### src/design/gsp_pkg.sv
`default_nettype none
// ----------------------------------------------------------------------------
// gsp_pkg: shared types and constants of the geometry string parser
// Character codes, token classes, queue sizing and result layout.
// ----------------------------------------------------------------------------
package gsp_pkg;

   localparam int VALUE_BITS = 16;
   localparam int ACC_EXT_W  = VALUE_BITS + 4;
   localparam int VAL_W      = 17;
   localparam int WIDTH_W    = 16;
   localparam int MASK_W     = 6;
   localparam int CHAR_W     = 8;
   localparam int DIGIT_W    = 4;

   localparam int Q_DEPTH    = 2;
   localparam int Q_PTR_W    = (Q_DEPTH > 1) ? $clog2(Q_DEPTH) : 1;
   localparam int Q_CNT_W    = $clog2(Q_DEPTH + 1);

   localparam int RSP_FIELD_W = MASK_W + 3 * VAL_W + WIDTH_W;
   localparam int RSP_DATA_W  = ((RSP_FIELD_W + 7) / 8) * 8;
   localparam int RSP_PAD_W   = RSP_DATA_W - RSP_FIELD_W;

   localparam logic [VALUE_BITS-1:0] MAG_LIMIT = '1;
   localparam logic [ACC_EXT_W-1:0]  RADIX     = ACC_EXT_W'(10);

   localparam logic [CHAR_W-1:0] CHAR_NUL   = 8'h00;
   localparam logic [CHAR_W-1:0] CHAR_PLUS  = 8'h2B;
   localparam logic [CHAR_W-1:0] CHAR_MINUS = 8'h2D;
   localparam logic [CHAR_W-1:0] CHAR_ZERO  = 8'h30;
   localparam logic [CHAR_W-1:0] CHAR_NINE  = 8'h39;
   localparam logic [CHAR_W-1:0] CHAR_EQ    = 8'h3D;
   localparam logic [CHAR_W-1:0] CHAR_UPX   = 8'h58;
   localparam logic [CHAR_W-1:0] CHAR_LOWX  = 8'h78;

   localparam logic [MASK_W-1:0] MASK_X    = 6'h01;
   localparam logic [MASK_W-1:0] MASK_Y    = 6'h02;
   localparam logic [MASK_W-1:0] MASK_W_B  = 6'h04;
   localparam logic [MASK_W-1:0] MASK_H    = 6'h08;
   localparam logic [MASK_W-1:0] MASK_XNEG = 6'h10;
   localparam logic [MASK_W-1:0] MASK_YNEG = 6'h20;

   typedef enum logic [2:0] {
      CLS_NUL,
      CLS_DIGIT,
      CLS_PLUS,
      CLS_MINUS,
      CLS_LOWX,
      CLS_UPX,
      CLS_EQ,
      CLS_OTHER
   } cls_type;

   typedef struct packed {
      cls_type              cls;
      logic [DIGIT_W-1:0]   digit;
   } tok_type;

endpackage

`default_nettype wire

### src/design/geometry_string_parser.sv
`default_nettype none
// ----------------------------------------------------------------------------
// geometry_string_parser: streaming geometry string parser
// Parses [=][W][x|X H][+|-X[+|-Y]] one byte per transfer, one result per
// zero terminator.
// ----------------------------------------------------------------------------
// The block takes one character per clock cycle, back to back, while its token
// queue has room. A classifier queues each byte as a token; the parse engine
// retires one token per cycle unless a terminator waits on a stalled result,
// the digit step (accumulator times ten plus digit, saturated at 65535) being
// the update that sets that rate. A result is valid from the clock edge after
// its terminator is transferred in when no token or earlier result waits ahead
// of it. A stalled result output holds only the next terminator; other
// characters keep flowing until the queue fills.
module geometry_string_parser (
   input  wire logic                          clock,
   input  wire logic                          reset,
   input  wire logic                          req_tvalid,
   output logic                               req_tready,
   // [7:0] char_code
   input  wire logic [7:0]                    req_tdata,
   output logic                               rsp_tvalid,
   input  wire logic                          rsp_tready,
   // [5:0] field_mask, [22:6] x_offset, [39:23] y_offset,
   // [55:40] area_width, [72:56] area_height, [79:73] zero
   output logic [gsp_pkg::RSP_DATA_W-1:0]     rsp_tdata,
   // [0] rejected
   output logic                               rsp_tuser
);
   import gsp_pkg::*;

   logic    tok_valid;
   logic    tok_ready;
   tok_type tok;

   gsp_front u_front (
      .clock      (clock),
      .reset      (reset),
      .req_tvalid (req_tvalid),
      .req_tready (req_tready),
      .req_tdata  (req_tdata),
      .tok_valid  (tok_valid),
      .tok_ready  (tok_ready),
      .tok        (tok)
   );

   gsp_back u_back (
      .clock      (clock),
      .reset      (reset),
      .tok_valid  (tok_valid),
      .tok_ready  (tok_ready),
      .tok        (tok),
      .rsp_tvalid (rsp_tvalid),
      .rsp_tready (rsp_tready),
      .rsp_tdata  (rsp_tdata),
      .rsp_tuser  (rsp_tuser)
   );

endmodule

`default_nettype wire

### src/design/gsp_front.sv
`default_nettype none
// ----------------------------------------------------------------------------
// gsp_front: character classifier and token queue
// Accepts one byte per transfer, maps it to a token class and holds it in a
// short queue until the parser takes it.
// ----------------------------------------------------------------------------
module gsp_front (
   input  wire logic            clock,
   input  wire logic            reset,
   input  wire logic            req_tvalid,
   output logic                 req_tready,
   input  wire logic [7:0]      req_tdata,
   output logic                 tok_valid,
   input  wire logic            tok_ready,
   output gsp_pkg::tok_type     tok
);
   import gsp_pkg::*;

   tok_type              mem_ff [Q_DEPTH];
   logic [Q_PTR_W-1:0]   wr_ptr_ff, wr_ptr_in;
   logic [Q_PTR_W-1:0]   rd_ptr_ff, rd_ptr_in;
   logic [Q_CNT_W-1:0]   count_ff, count_in;
   tok_type              cls_tok;
   logic                 push;
   logic                 pop;

   always_comb begin
      cls_tok.digit = DIGIT_W'(req_tdata - CHAR_ZERO);
      if (req_tdata inside {[CHAR_ZERO:CHAR_NINE]}) begin
         cls_tok.cls = CLS_DIGIT;
      end else begin
         case (req_tdata)
            CHAR_NUL:   cls_tok.cls = CLS_NUL;
            CHAR_PLUS:  cls_tok.cls = CLS_PLUS;
            CHAR_MINUS: cls_tok.cls = CLS_MINUS;
            CHAR_LOWX:  cls_tok.cls = CLS_LOWX;
            CHAR_UPX:   cls_tok.cls = CLS_UPX;
            CHAR_EQ:    cls_tok.cls = CLS_EQ;
            default:    cls_tok.cls = CLS_OTHER;
         endcase
      end
   end

   assign req_tready = (count_ff != Q_CNT_W'(Q_DEPTH));
   assign push       = req_tvalid && req_tready;
   assign tok_valid  = (count_ff != '0);
   assign pop        = tok_valid && tok_ready;
   assign tok        = mem_ff[rd_ptr_ff];

   always_comb begin
      wr_ptr_in = wr_ptr_ff;
      rd_ptr_in = rd_ptr_ff;
      count_in  = count_ff;
      if (push) begin
         wr_ptr_in = (wr_ptr_ff == Q_PTR_W'(Q_DEPTH - 1)) ? '0 : wr_ptr_ff + 1'b1;
      end
      if (pop) begin
         rd_ptr_in = (rd_ptr_ff == Q_PTR_W'(Q_DEPTH - 1)) ? '0 : rd_ptr_ff + 1'b1;
      end
      if (push && !pop) begin
         count_in = count_ff + 1'b1;
      end else if (pop && !push) begin
         count_in = count_ff - 1'b1;
      end
   end

   always_ff @(posedge clock) begin
      if (reset) begin
         wr_ptr_ff <= '0;
         rd_ptr_ff <= '0;
         count_ff  <= '0;
      end else begin
         wr_ptr_ff <= wr_ptr_in;
         rd_ptr_ff <= rd_ptr_in;
         count_ff  <= count_in;
      end
   end

   always_ff @(posedge clock) begin
      if (push) begin
         mem_ff[wr_ptr_ff] <= cls_tok;
      end
   end

   a_count_bound: assert property (@(posedge clock) disable iff (reset)
      count_ff <= Q_CNT_W'(Q_DEPTH))
      else $error("token queue count exceeds depth");

endmodule

`default_nettype wire

### src/design/gsp_back.sv
`default_nettype none
// ----------------------------------------------------------------------------
// gsp_back: geometry parse engine and result register
// Steps the parse phase on each token, accumulates digits and emits the
// field mask and values at the terminator, or zeroed fields when rejected or empty.
// ----------------------------------------------------------------------------
module gsp_back (
   input  wire logic                           clock,
   input  wire logic                           reset,
   input  wire logic                           tok_valid,
   output logic                                tok_ready,
   input  gsp_pkg::tok_type                    tok,
   output logic                                rsp_tvalid,
   input  wire logic                           rsp_tready,
   output logic [gsp_pkg::RSP_DATA_W-1:0]      rsp_tdata,
   output logic                                rsp_tuser
);
   import gsp_pkg::*;

   typedef enum logic [2:0] {
      PH_FIRST,
      PH_LEAD,
      PH_WIDTH,
      PH_HEIGHT,
      PH_XOFF,
      PH_YOFF,
      PH_DEAD
   } phase_type;

   phase_type                 phase_ff, phase_in;
   logic [VALUE_BITS-1:0]     acc_ff, acc_in;
   logic                      nsign_ff, nsign_in;
   logic                      pneg_ff, pneg_in;
   logic                      consumed_ff, consumed_in;
   logic [MASK_W-1:0]         mask_ff, mask_in;
   logic [WIDTH_W-1:0]        width_ff, width_in;
   logic signed [VAL_W-1:0]   height_ff, height_in;
   logic signed [VAL_W-1:0]   x_ff, x_in;
   logic signed [VAL_W-1:0]   y_ff, y_in;
   logic                      err_ff, err_in;
   logic                      rsp_valid_ff, rsp_valid_in;
   logic [RSP_DATA_W-1:0]     rsp_data_ff, rsp_data_in;
   logic                      rsp_rej_ff, rsp_rej_in;

   logic                      fire;
   logic                      is_nul;
   logic                      is_sign;
   logic [ACC_EXT_W-1:0]      sum;
   logic [VALUE_BITS-1:0]     acc_dig;
   logic [VAL_W-1:0]          mag;
   logic signed [VAL_W-1:0]   sval;

   assign is_nul    = (tok.cls == CLS_NUL);
   assign is_sign   = (tok.cls inside {CLS_PLUS, CLS_MINUS});
   assign fire      = tok_valid && (!is_nul || !rsp_valid_ff || rsp_tready);
   assign tok_ready = fire;

   assign sum     = ACC_EXT_W'(acc_ff) * RADIX + ACC_EXT_W'(tok.digit);
   assign acc_dig = (sum > ACC_EXT_W'(MAG_LIMIT)) ? MAG_LIMIT : VALUE_BITS'(sum);
   assign mag     = VAL_W'(acc_ff);
   assign sval    = (nsign_ff ^ pneg_ff) ? signed'(VAL_W'(0) - mag) : signed'(mag);

   always_comb begin
      logic       empty;
      logic       do_lead;
      logic       do_after;
      logic [1:0] level;

      empty        = 1'b0;
      do_lead      = 1'b0;
      do_after     = 1'b0;
      level        = 2'd0;
      phase_in     = phase_ff;
      acc_in       = acc_ff;
      nsign_in     = nsign_ff;
      pneg_in      = pneg_ff;
      consumed_in  = consumed_ff;
      mask_in      = mask_ff;
      width_in     = width_ff;
      height_in    = height_ff;
      x_in         = x_ff;
      y_in         = y_ff;
      err_in       = err_ff;
      rsp_data_in  = rsp_data_ff;
      rsp_rej_in   = rsp_rej_ff;
      rsp_valid_in = rsp_tready ? 1'b0 : rsp_valid_ff;

      if (fire) begin
         case (phase_ff)
            PH_FIRST: begin
               if (is_nul) begin
                  empty = 1'b1;
               end else if (tok.cls == CLS_EQ) begin
                  phase_in = PH_LEAD;
               end else begin
                  do_lead = 1'b1;
               end
            end
            PH_LEAD: begin
               do_lead = 1'b1;
            end
            PH_WIDTH: begin
               if (tok.cls == CLS_DIGIT) begin
                  acc_in      = acc_dig;
                  consumed_in = 1'b1;
               end else begin
                  width_in = WIDTH_W'(acc_ff);
                  mask_in  = mask_ff | MASK_W_B;
                  do_after = 1'b1;
                  level    = 2'd0;
               end
            end
            PH_HEIGHT, PH_XOFF, PH_YOFF: begin
               if (tok.cls == CLS_DIGIT) begin
                  acc_in      = acc_dig;
                  consumed_in = 1'b1;
               end else if (!consumed_ff) begin
                  if (is_sign) begin
                     nsign_in    = (tok.cls == CLS_MINUS);
                     consumed_in = 1'b1;
                  end else begin
                     err_in   = 1'b1;
                     phase_in = PH_DEAD;
                  end
               end else begin
                  do_after = 1'b1;
                  case (phase_ff)
                     PH_HEIGHT: begin
                        height_in = sval;
                        mask_in   = mask_ff | MASK_H;
                        level     = 2'd1;
                     end
                     PH_XOFF: begin
                        x_in    = sval;
                        mask_in = mask_ff | MASK_X | (pneg_ff ? MASK_XNEG : '0);
                        level   = 2'd2;
                     end
                     default: begin
                        y_in    = sval;
                        mask_in = mask_ff | MASK_Y | (pneg_ff ? MASK_YNEG : '0);
                        level   = 2'd3;
                     end
                  endcase
               end
            end
            default: begin
               err_in   = 1'b1;
               phase_in = PH_DEAD;
            end
         endcase

         if (do_lead) begin
            acc_in      = '0;
            nsign_in    = 1'b0;
            pneg_in     = 1'b0;
            consumed_in = 1'b0;
            case (tok.cls)
               CLS_PLUS, CLS_MINUS: begin
                  phase_in = PH_XOFF;
                  pneg_in  = (tok.cls == CLS_MINUS);
               end
               CLS_LOWX: begin
                  phase_in = PH_HEIGHT;
               end
               CLS_DIGIT: begin
                  phase_in    = PH_WIDTH;
                  acc_in      = VALUE_BITS'(tok.digit);
                  consumed_in = 1'b1;
               end
               default: begin
                  err_in   = 1'b1;
                  phase_in = PH_DEAD;
               end
            endcase
         end

         if (do_after && !is_nul) begin
            acc_in      = '0;
            nsign_in    = 1'b0;
            pneg_in     = 1'b0;
            consumed_in = 1'b0;
            if (level == 2'd0 && (tok.cls == CLS_LOWX || tok.cls == CLS_UPX)) begin
               phase_in = PH_HEIGHT;
            end else if (level <= 2'd1 && is_sign) begin
               phase_in = PH_XOFF;
               pneg_in  = (tok.cls == CLS_MINUS);
            end else if (level == 2'd2 && is_sign) begin
               phase_in = PH_YOFF;
               pneg_in  = (tok.cls == CLS_MINUS);
            end else begin
               err_in   = 1'b1;
               phase_in = PH_DEAD;
            end
         end

         if (is_nul) begin
            rsp_valid_in = 1'b1;
            rsp_rej_in   = err_in;
            if (err_in || empty) begin
               rsp_data_in = '0;
            end else begin
               rsp_data_in = {RSP_PAD_W'(0), height_in, width_in, y_in, x_in, mask_in};
            end
            phase_in    = PH_FIRST;
            acc_in      = '0;
            nsign_in    = 1'b0;
            pneg_in     = 1'b0;
            consumed_in = 1'b0;
            mask_in     = '0;
            width_in    = '0;
            height_in   = '0;
            x_in        = '0;
            y_in        = '0;
            err_in      = 1'b0;
         end
      end
   end

   always_ff @(posedge clock) begin
      if (reset) begin
         phase_ff     <= PH_FIRST;
         acc_ff       <= '0;
         nsign_ff     <= 1'b0;
         pneg_ff      <= 1'b0;
         consumed_ff  <= 1'b0;
         mask_ff      <= '0;
         width_ff     <= '0;
         height_ff    <= '0;
         x_ff         <= '0;
         y_ff         <= '0;
         err_ff       <= 1'b0;
         rsp_valid_ff <= 1'b0;
      end else begin
         phase_ff     <= phase_in;
         acc_ff       <= acc_in;
         nsign_ff     <= nsign_in;
         pneg_ff      <= pneg_in;
         consumed_ff  <= consumed_in;
         mask_ff      <= mask_in;
         width_ff     <= width_in;
         height_ff    <= height_in;
         x_ff         <= x_in;
         y_ff         <= y_in;
         err_ff       <= err_in;
         rsp_valid_ff <= rsp_valid_in;
      end
      rsp_data_ff <= rsp_data_in;
      rsp_rej_ff  <= rsp_rej_in;
   end

   assign rsp_tvalid = rsp_valid_ff;
   assign rsp_tdata  = rsp_data_ff;
   assign rsp_tuser  = rsp_rej_ff;

   a_dead_has_error: assert property (@(posedge clock) disable iff (reset)
      (phase_ff == PH_DEAD) |-> err_ff)
      else $error("dead phase without error flag");

   a_reject_clears_fields: assert property (@(posedge clock) disable iff (reset)
      (rsp_valid_ff && rsp_rej_ff) |-> (rsp_data_ff == '0))
      else $error("rejected result carries field data");

   a_term_restarts: assert property (@(posedge clock) disable iff (reset)
      (fire && is_nul) |=> (phase_ff == PH_FIRST && !err_ff && mask_ff == '0
                            && rsp_valid_ff))
      else $error("terminator did not restart the parser");

   a_xneg_needs_x: assert property (@(posedge clock) disable iff (reset)
      ((mask_ff & MASK_XNEG) != '0) |-> ((mask_ff & MASK_X) != '0))
      else $error("x negative bit without x bit");

endmodule

`default_nettype wire

### config.mk
export PLATFORM = sky130hd
export DESIGN_NAME = geometry_string_parser
export DESIGN_NICKNAME = d
export VERILOG_FILES = /design/src/design/gsp_pkg.sv /design/src/design/geometry_string_parser.sv /design/src/design/gsp_front.sv /design/src/design/gsp_back.sv
export SDC_FILE = /design/constraint.sdc
export NUM_CORES = 1
export LEC_CHECK = 0
export BUFFER_PORTS_ARGS = -buffer_cell sky130_fd_sc_hd__buf_4
export CAP_MARGIN = 20
export CORE_AREA = 2 2 128 161
export DETAILED_ROUTE_END_ITERATION = 12
export DIE_AREA = 0 0 130 163
export PLACE_DENSITY = 0.66
export SYNTH_ARGS = -nofsm -noshare
export SYNTH_HDL_FRONTEND = slang
export SYNTH_SLANG_ARGS = --single-unit
export TNS_END_PERCENT = 20
### constraint.sdc
create_clock -name clock -period 10.1 [get_ports clock]
set_clock_uncertainty 0.1 [all_clocks]
set_input_delay 2.525 -clock clock [delete_from_list [all_inputs] [get_ports clock]]
set_output_delay 2.525 -clock clock [all_outputs]
set_load 0.03 [all_outputs]
# Word-level counts from Yosys, hierarchy flattened
# Memory sizes are Yosys's and may differ from the RTL's. A register that Yosys moved wholly into a read port is not among the register bits.
# Cells that the tools add are included.
totals:
  ramBits: 14
  out_inout_bits: 83
  register_bits: 182
  memories: 1
classes:
  magnitude_cmp: 4
  muxes: 111
  n_addsub: 7
  reduce_logical: 44
  eq_ne: 26
  multipliers: 1
  bitwise_logic: 3
memory_table:
  columns: ["memory", "depth", "word_bits", "rd", "rd_clocked_by_memory_dff", "write_ports", "line_no", "rtl"]
  rows:
  - ["u_front.mem_ff", 2, 7, 1, 1, 1, "gsp_front.sv:19", "tok_type mem_ff [Q_DEPTH];"]
ops:
  columns: ["cell", "n"]
  rows:
  - ["two-way mux 17 bit", 16]
  - ["two-way mux 16 bit", 9]
  - ["two-way mux 1 bit", 52]
  - ["two-way mux 3 bit", 11]
  - ["== test 8 x 6 -> 1 bit, second input constant", 3]
  - ["two-way mux 6 bit", 4]
  - ["one-hot mux 6 bit (2 select lines)", 2]
  - ["adder 20 x 4 -> 20 bit", 1]
  - ["> comparator 20 x 16 -> 1 bit, second input constant", 1]
  - ["multiplier 16 x 3 -> 19 bit, second input constant", 1]
  - ["one-hot mux 3 bit (3 select lines)", 2]
  - ["one-hot mux 3 bit (6 select lines)", 1]
  - ["subtractor 1 x 16 -> 17 bit, first input constant", 1]
  - ["== test 8 x 7 -> 1 bit, second input constant", 2]
  - ["nonzero test 4 bit", 4]
  - ["== test 3 bit, second input constant", 5]
  - ["two-way mux 2 bit", 7]
  - ["== test 3 x 2 -> 1 bit, second input constant", 4]
  - ["logical AND 1 bit", 10]
  - ["!= test 5 x 1 -> 1 bit, second input constant", 2]
  - ["!= test 5 x 4 -> 1 bit, second input constant", 2]
  - ["greater-or-equal comparator 8 x 6 -> 1 bit, second input constant", 1]
  - ["<= comparator 8 x 6 -> 1 bit, second input constant", 1]
  - ["logical NOT 8 bit", 1]
  - ["other kinds (33)", 53]

# Depth between registers and ports, before layout
logic_depth:
  depth_word: 14
  mapped_depth: 13
  ltp_nobuf: 12

# Hierarchy
# A second synthesis with hierarchy kept.
hier_totals:
  cells_unflattened: 1023
  area_unflattened_um2: 9695.5
modules_own_cells:
  columns: ["module", "n_inst", "area_per_inst_um2", "seq_area_each_um2", "cells_per_inst"]
  rows:
  - ["gsp_back", 1, 8821.0, 4164.0, 953]
  - ["gsp_front", 1, 874.6, 520.5, 70]

# Worst setup path before layout
# OpenSTA, ideal clock, no wires.
synth_timing:
  path_type: "input port to flip-flop"
  from: "in rsp_tready"
  to: "reg u_back.mask_ff[0]"
  setup_ns: 0.121
  cell_stages: 5
  slack_ns: 0.957
  arrival_time_ns: 8.922
  path_buffers: 1
  path_cell_list: "nand2b_1 > nor3b_1 > or2_2 > clkbuf_1 > nor2_1"
synth_via:
  elab_chain_len: 2
synth_rtl:
  columns: ["item", "line_no", "rtl"]
  rows:
  - ["from (decl)", "geometry_string_parser.sv:23", "input wire logic rsp_tready,"]
  - ["logical OR 1 bit", "gsp_back.sv:55", "assign fire = tok_valid && (!is_nul || !rsp_valid_ff || rsp_tready);"]
  - ["logical AND 1 bit", "gsp_back.sv:55", null]
  - ["to (signal assigned)", "gsp_back.sv:239", "mask_ff <= mask_in;"]
  - ["to (decl)", "gsp_back.sv:35", "logic [MASK_W-1:0] mask_ff, mask_in;"]
# Every way passes these cells.
# A chain may end at the register's enable or synchronous reset.

# Final worst setup path
layout_timing:
  from: "in rsp_tready"
  to: "reg u_back.acc_ff[14]"
layout_via:
  elab_chain_len: 3
layout_rtl:
  columns: ["item", "line_no", "rtl"]
  rows:
  - ["logical OR 1 bit", "gsp_back.sv:55", null]
  - ["logical AND 1 bit", "gsp_back.sv:55", null]
  - ["AND reduction 3 bit (no line)", null, null]
  - ["to (signal assigned)", "gsp_back.sv:235", "acc_ff <= acc_in;"]
  - ["to (decl)", "gsp_back.sv:31", "logic [VALUE_BITS-1:0] acc_ff, acc_in;"]
# Every way passes these cells.

==> flow_metrics.py <==
metrics = {
    "status": {
        "status": "completed",
    },
    "grt": {
        "antenna_found_initial": 0,
        "grt_pass1_vias": 7092,
        "overflow": 0,
        "grt_max_degree": 87,
        "grt_pass1_wl_um": 35900,
        "grt_util_all_layers_pct": 21.4,
    },
    "setup_path": {
        "worstSetupStartpointType": "input pin",
        "cp.arrival_ns": 4.64,
        "cp_data_required_time_ns": 10.36,
        "r2r-start": "u_back.acc_ff[0]",
        "path_class": "in -> reg",
        "cp_max_fo": 16,
        "rr_worst_depth": 13,
        "regToRegEndpoint": "u_back.acc_ff[6]",
        "rrSetupSlack_ns": 5.89,
        "crit_path_end_kind": "register",
    },
    "yosys": {
        "syn_area_um2": 9670,
        "synthSimpleGateAreaFrac_pct": 15.6,
        "synth_top_family_by_area": "compound AO/OA/AOI/OAI gates",
        "synth_flop_cell": "dfxtp_1",
        "synth-edff-count": 88,
        "synthAdderAreaFrac_pct": 4.68,
        "ys_seq_area_share_pct": 48.4,
        "synth_mux_area_share_pct": 2.85,
        "syn_avg_cell_area_um2": 9.66,
        "synth_xor_xnor_area_share_pct": 4.35,
        "yosysTopAreaCell": "edfxtp_1",
        "synth_top_cell_area_share_pct": 27.3,
        "ys_warn_count": 0,
        "yosys-top-cells-area": "edfxtp_1 27%, dfxtp_1 21%, nor2_1 7.6%, a22oi_1 5.2%, ha_1 4.3%",
        "synth_seq_cells": 190,
        "synthDistinctLibCells": 70,
        "synth_compound_area_share_pct": 19.5,
        "syn_inst": 1001,
        "async_flop_share_pct": 0,
    },
    "floorplanning": {
        "coreArea_um2": 19800,
        "top_level_ports": 95,
        "dieHeight_um": 163,
        "start_util_pct": 48.8,
        "dieArea_um2": 21200,
        "rows": 58,
        "die_x_um": 130,
    },
    "finish": {
        "drive_gt1_share_pct": 14.8,
        "multiInputGateArea_um2": 4590,
        "fin_nets": 1105,
        "syn_to_final_growth_pct": 14.9,
        "num_antenna_cells": 0,
        "design_area_um2": 11100,
        "n_fill_cell": 1794,
        "seqCellArea_um2": 4680,
    },
    "timing": {
        "timing.final.crit_share_pct": 43.3,
        "finalSetupViolCount": 0,
        "slew_headroom_pct": 37.7,
        "post-route-min-period_ns": 4.38,
        "report.final.slew_viol_count": 0,
        "final-hold-violation-count": 0,
        "rsz0062_at_grt": "false",
        "finalSetupTns_ns": 0,
        "worst_pin_slew_ns": 0.934,
        "fmax_mhz": 228,
    },
    "cts": {
        "cts_tree": "done",
        "root_buffer": "clkbuf_16",
        "cts_max_path_buffers": 2,
        "clkTransAtPathRegs_ns": 0.07,
        "insertion_delay_ns": 0.44,
        "cts_htree_levels": 4,
        "post_cts_resized": 0,
        "cts_sinks": 190,
        "post_cts_buffers": 0,
        "cts-buffers-inserted": 17,
        "hold_buffers": 0,
    },
    "pwr": {
        "p_leak_uw": 0.00387,
        "power_density_nw_per_um2": 203,
        "ir_worst_vdd_v": 0.000158,
    },
    "route": {
        "via_count": 7694,
        "drc_errors": 0,
        "firstDrtPassIters": 5,
        "ant_nets": 0,
        "drtIter0Drc": 703,
        "wl_per_cell_um": 16.4,
        "finalWirelength_um": 22000,
        "vias_per_cell": 5.74,
    },
    "worst_hold_path": {
        "hp-start": "u_back.mask_ff[1]",
        "hold_path.class": "reg -> reg",
        "whs_endpoint": "u_back.mask_ff[1]",
        "hold_depth": 2,
    },
    "place": {
        "place_congestion": 0.898,
        "port_buffers": 87,
        "placed_area_um2": 10500,
        "dpl.hpwl_um": 15000,
    },
    "run": {
        "maxCapViolations": 0,
    },
}
==> worst max-delay path, stage by stage <==
cell	delay, ns
buf_4	0.07
nand2b_1	0.12
o22a_1	0.54
o31ai_1	0.28
nor3_1	0.75
o21ai_0	0.22
o211ai_1	0.13
==> layout by cell type (no fill, tap or decap), types with 15 or more instances in the layout <==
master | synthesis | routed
clkbuf_16 | 0 | 17
o21ai_0 | 22 | 22
a21oi_1 | 62 | 62
edfxtp_1 | 88 | 88
inv_1 | 23 | 23
dfxtp_1 | 102 | 102
a22oi_1 | 67 | 67
ha_1 | 33 | 33
xor2_1 | 20 | 20
nand2_1 | 41 | 41
nor2_1 | 196 | 196
mux2i_1 | 23 | 23
xnor2_1 | 28 | 28
nor3_1 | 18 | 15
buf_4 | 7 | 107
a211oi_1 | 49 | 49
==> how the worst max path moves through the flow <==
stage	startpoint	to	slack (ns)
floorplan	rsp_tready	u_back.mask_ff[0]	0.96
global placement	rsp_tready	u_back.acc_ff[1]	5.12
detailed placement	rsp_tready	u_back.acc_ff[3]	5.11
CTS	rsp_tready	u_back.acc_ff[3]	5.58
global route	rsp_tready	u_back.acc_ff[14]	5.40
finish	rsp_tready	u_back.acc_ff[14]	5.72
==> metrics by stage <==
stage / std cells / total power, µW / setup WS (ns) / utilization (%) / hold WS, ns
after detailed placement: 1305 / 1570 / 5.11 / 52.9 / 0.362
after global routing: 1341 / 2370 / 5.40 / 56.1 / 0.420
final: 1341 / 2250 / 5.72 / 56.1 / 0.385
after global placement: 1305 / 1560 / 5.12 / 52.9 / 0.353
after floorplan: 1007 / 1430 / 0.957 / - / 0.337
after CTS: 1337 / 2250 / 5.58 / 55.9 / 0.384
==> registers in the layout, indices dropped and copies added, names as in the netlist, named ones only <==
register / flops
u_back.rsp_tdata: 73
u_back.height_ff: 17
u_back.x_ff: 17
u_back.y_ff: 17
u_back.acc_ff: 16
u_back.width_ff: 16
u_front.mem_ff: 14
u_back.mask_ff: 6
u_back.phase_ff: 3
u_front.count_ff: 2
u_back.consumed_ff: 1
u_back.err_ff: 1
u_back.nsign_ff: 1
u_back.pneg_ff: 1
u_back.rsp_tuser: 1
u_back.rsp_tvalid: 1
u_front.rd_ptr_ff: 1
u_front.wr_ptr_ff: 1
==> layer usage <==
| metal | GRT usage, % | vias to the layer above | wire length, µm |
|---|---|---|---|
| met2 | 35.7 | 230 | 10800 |
| li1 | - | 3776 | - |
| met3 | 3.25 | 36 | 932 |
| met4 | 8.06 | 0 | 471 |
| met5 | 0 | - | 0 |
| met1 | 28.0 | 3652 | 9820 |
==> power breakdown <==
part	total, µW	internal [µW]	switching, µW
Sequential	892	837	55.7
Clock	686	381	305
Combinational	675	206	469
==> cells by family (layout without fill, tap and decap cells) <==
kind of cell               Yosys count  in the layout
adders and majority gates           35             35
AOI/OAI and AO/OA                  270            270
other                                1              7
xor gates and xnor gates            48             48
muxes                               27             27
and+or+nand+nor                    332            332
DFF                                190            190
buffers and inverters               98            162
==> synth_stat cells, types with 4 or more instances <==
cell type and count:
nor2_1 196, dfxtp_1 102, edfxtp_1 88, a22oi_1 67, a21oi_1 62, clkbuf_1 53, a211oi_1 49, nand2_1 41
ha_1 33, xnor2_1 28, inv_1 23, mux2i_1 23, o21ai_0 22, xor2_1 20, nor3_1 18, a21o_1 8
buf_2 8, nand3_1 8, nor4b_1 8, or3_1 8, a31oi_1 7, and3_1 7, buf_4 7, nor3b_1 7
nor4_1 7, nand4_1 6, buf_6 5, nand2b_1 5, nor2b_1 5, o21a_1 5, o31ai_1 5, mux2_2 4
o21ai_1 4, or4_1 4
==> layout make-up <==
type,count,share of cell area (%)
Timing Repair Buffer,107,7.23
Multi-Input combinational cell,719,41.3
Tap cell,270,3.04
Inverter,23,0.777
Clock inverter,14,1.51
Sequential cell,190,42.2
Clock buffer,18,3.95
Note: power is estimated with default switching activity, not from simulation.
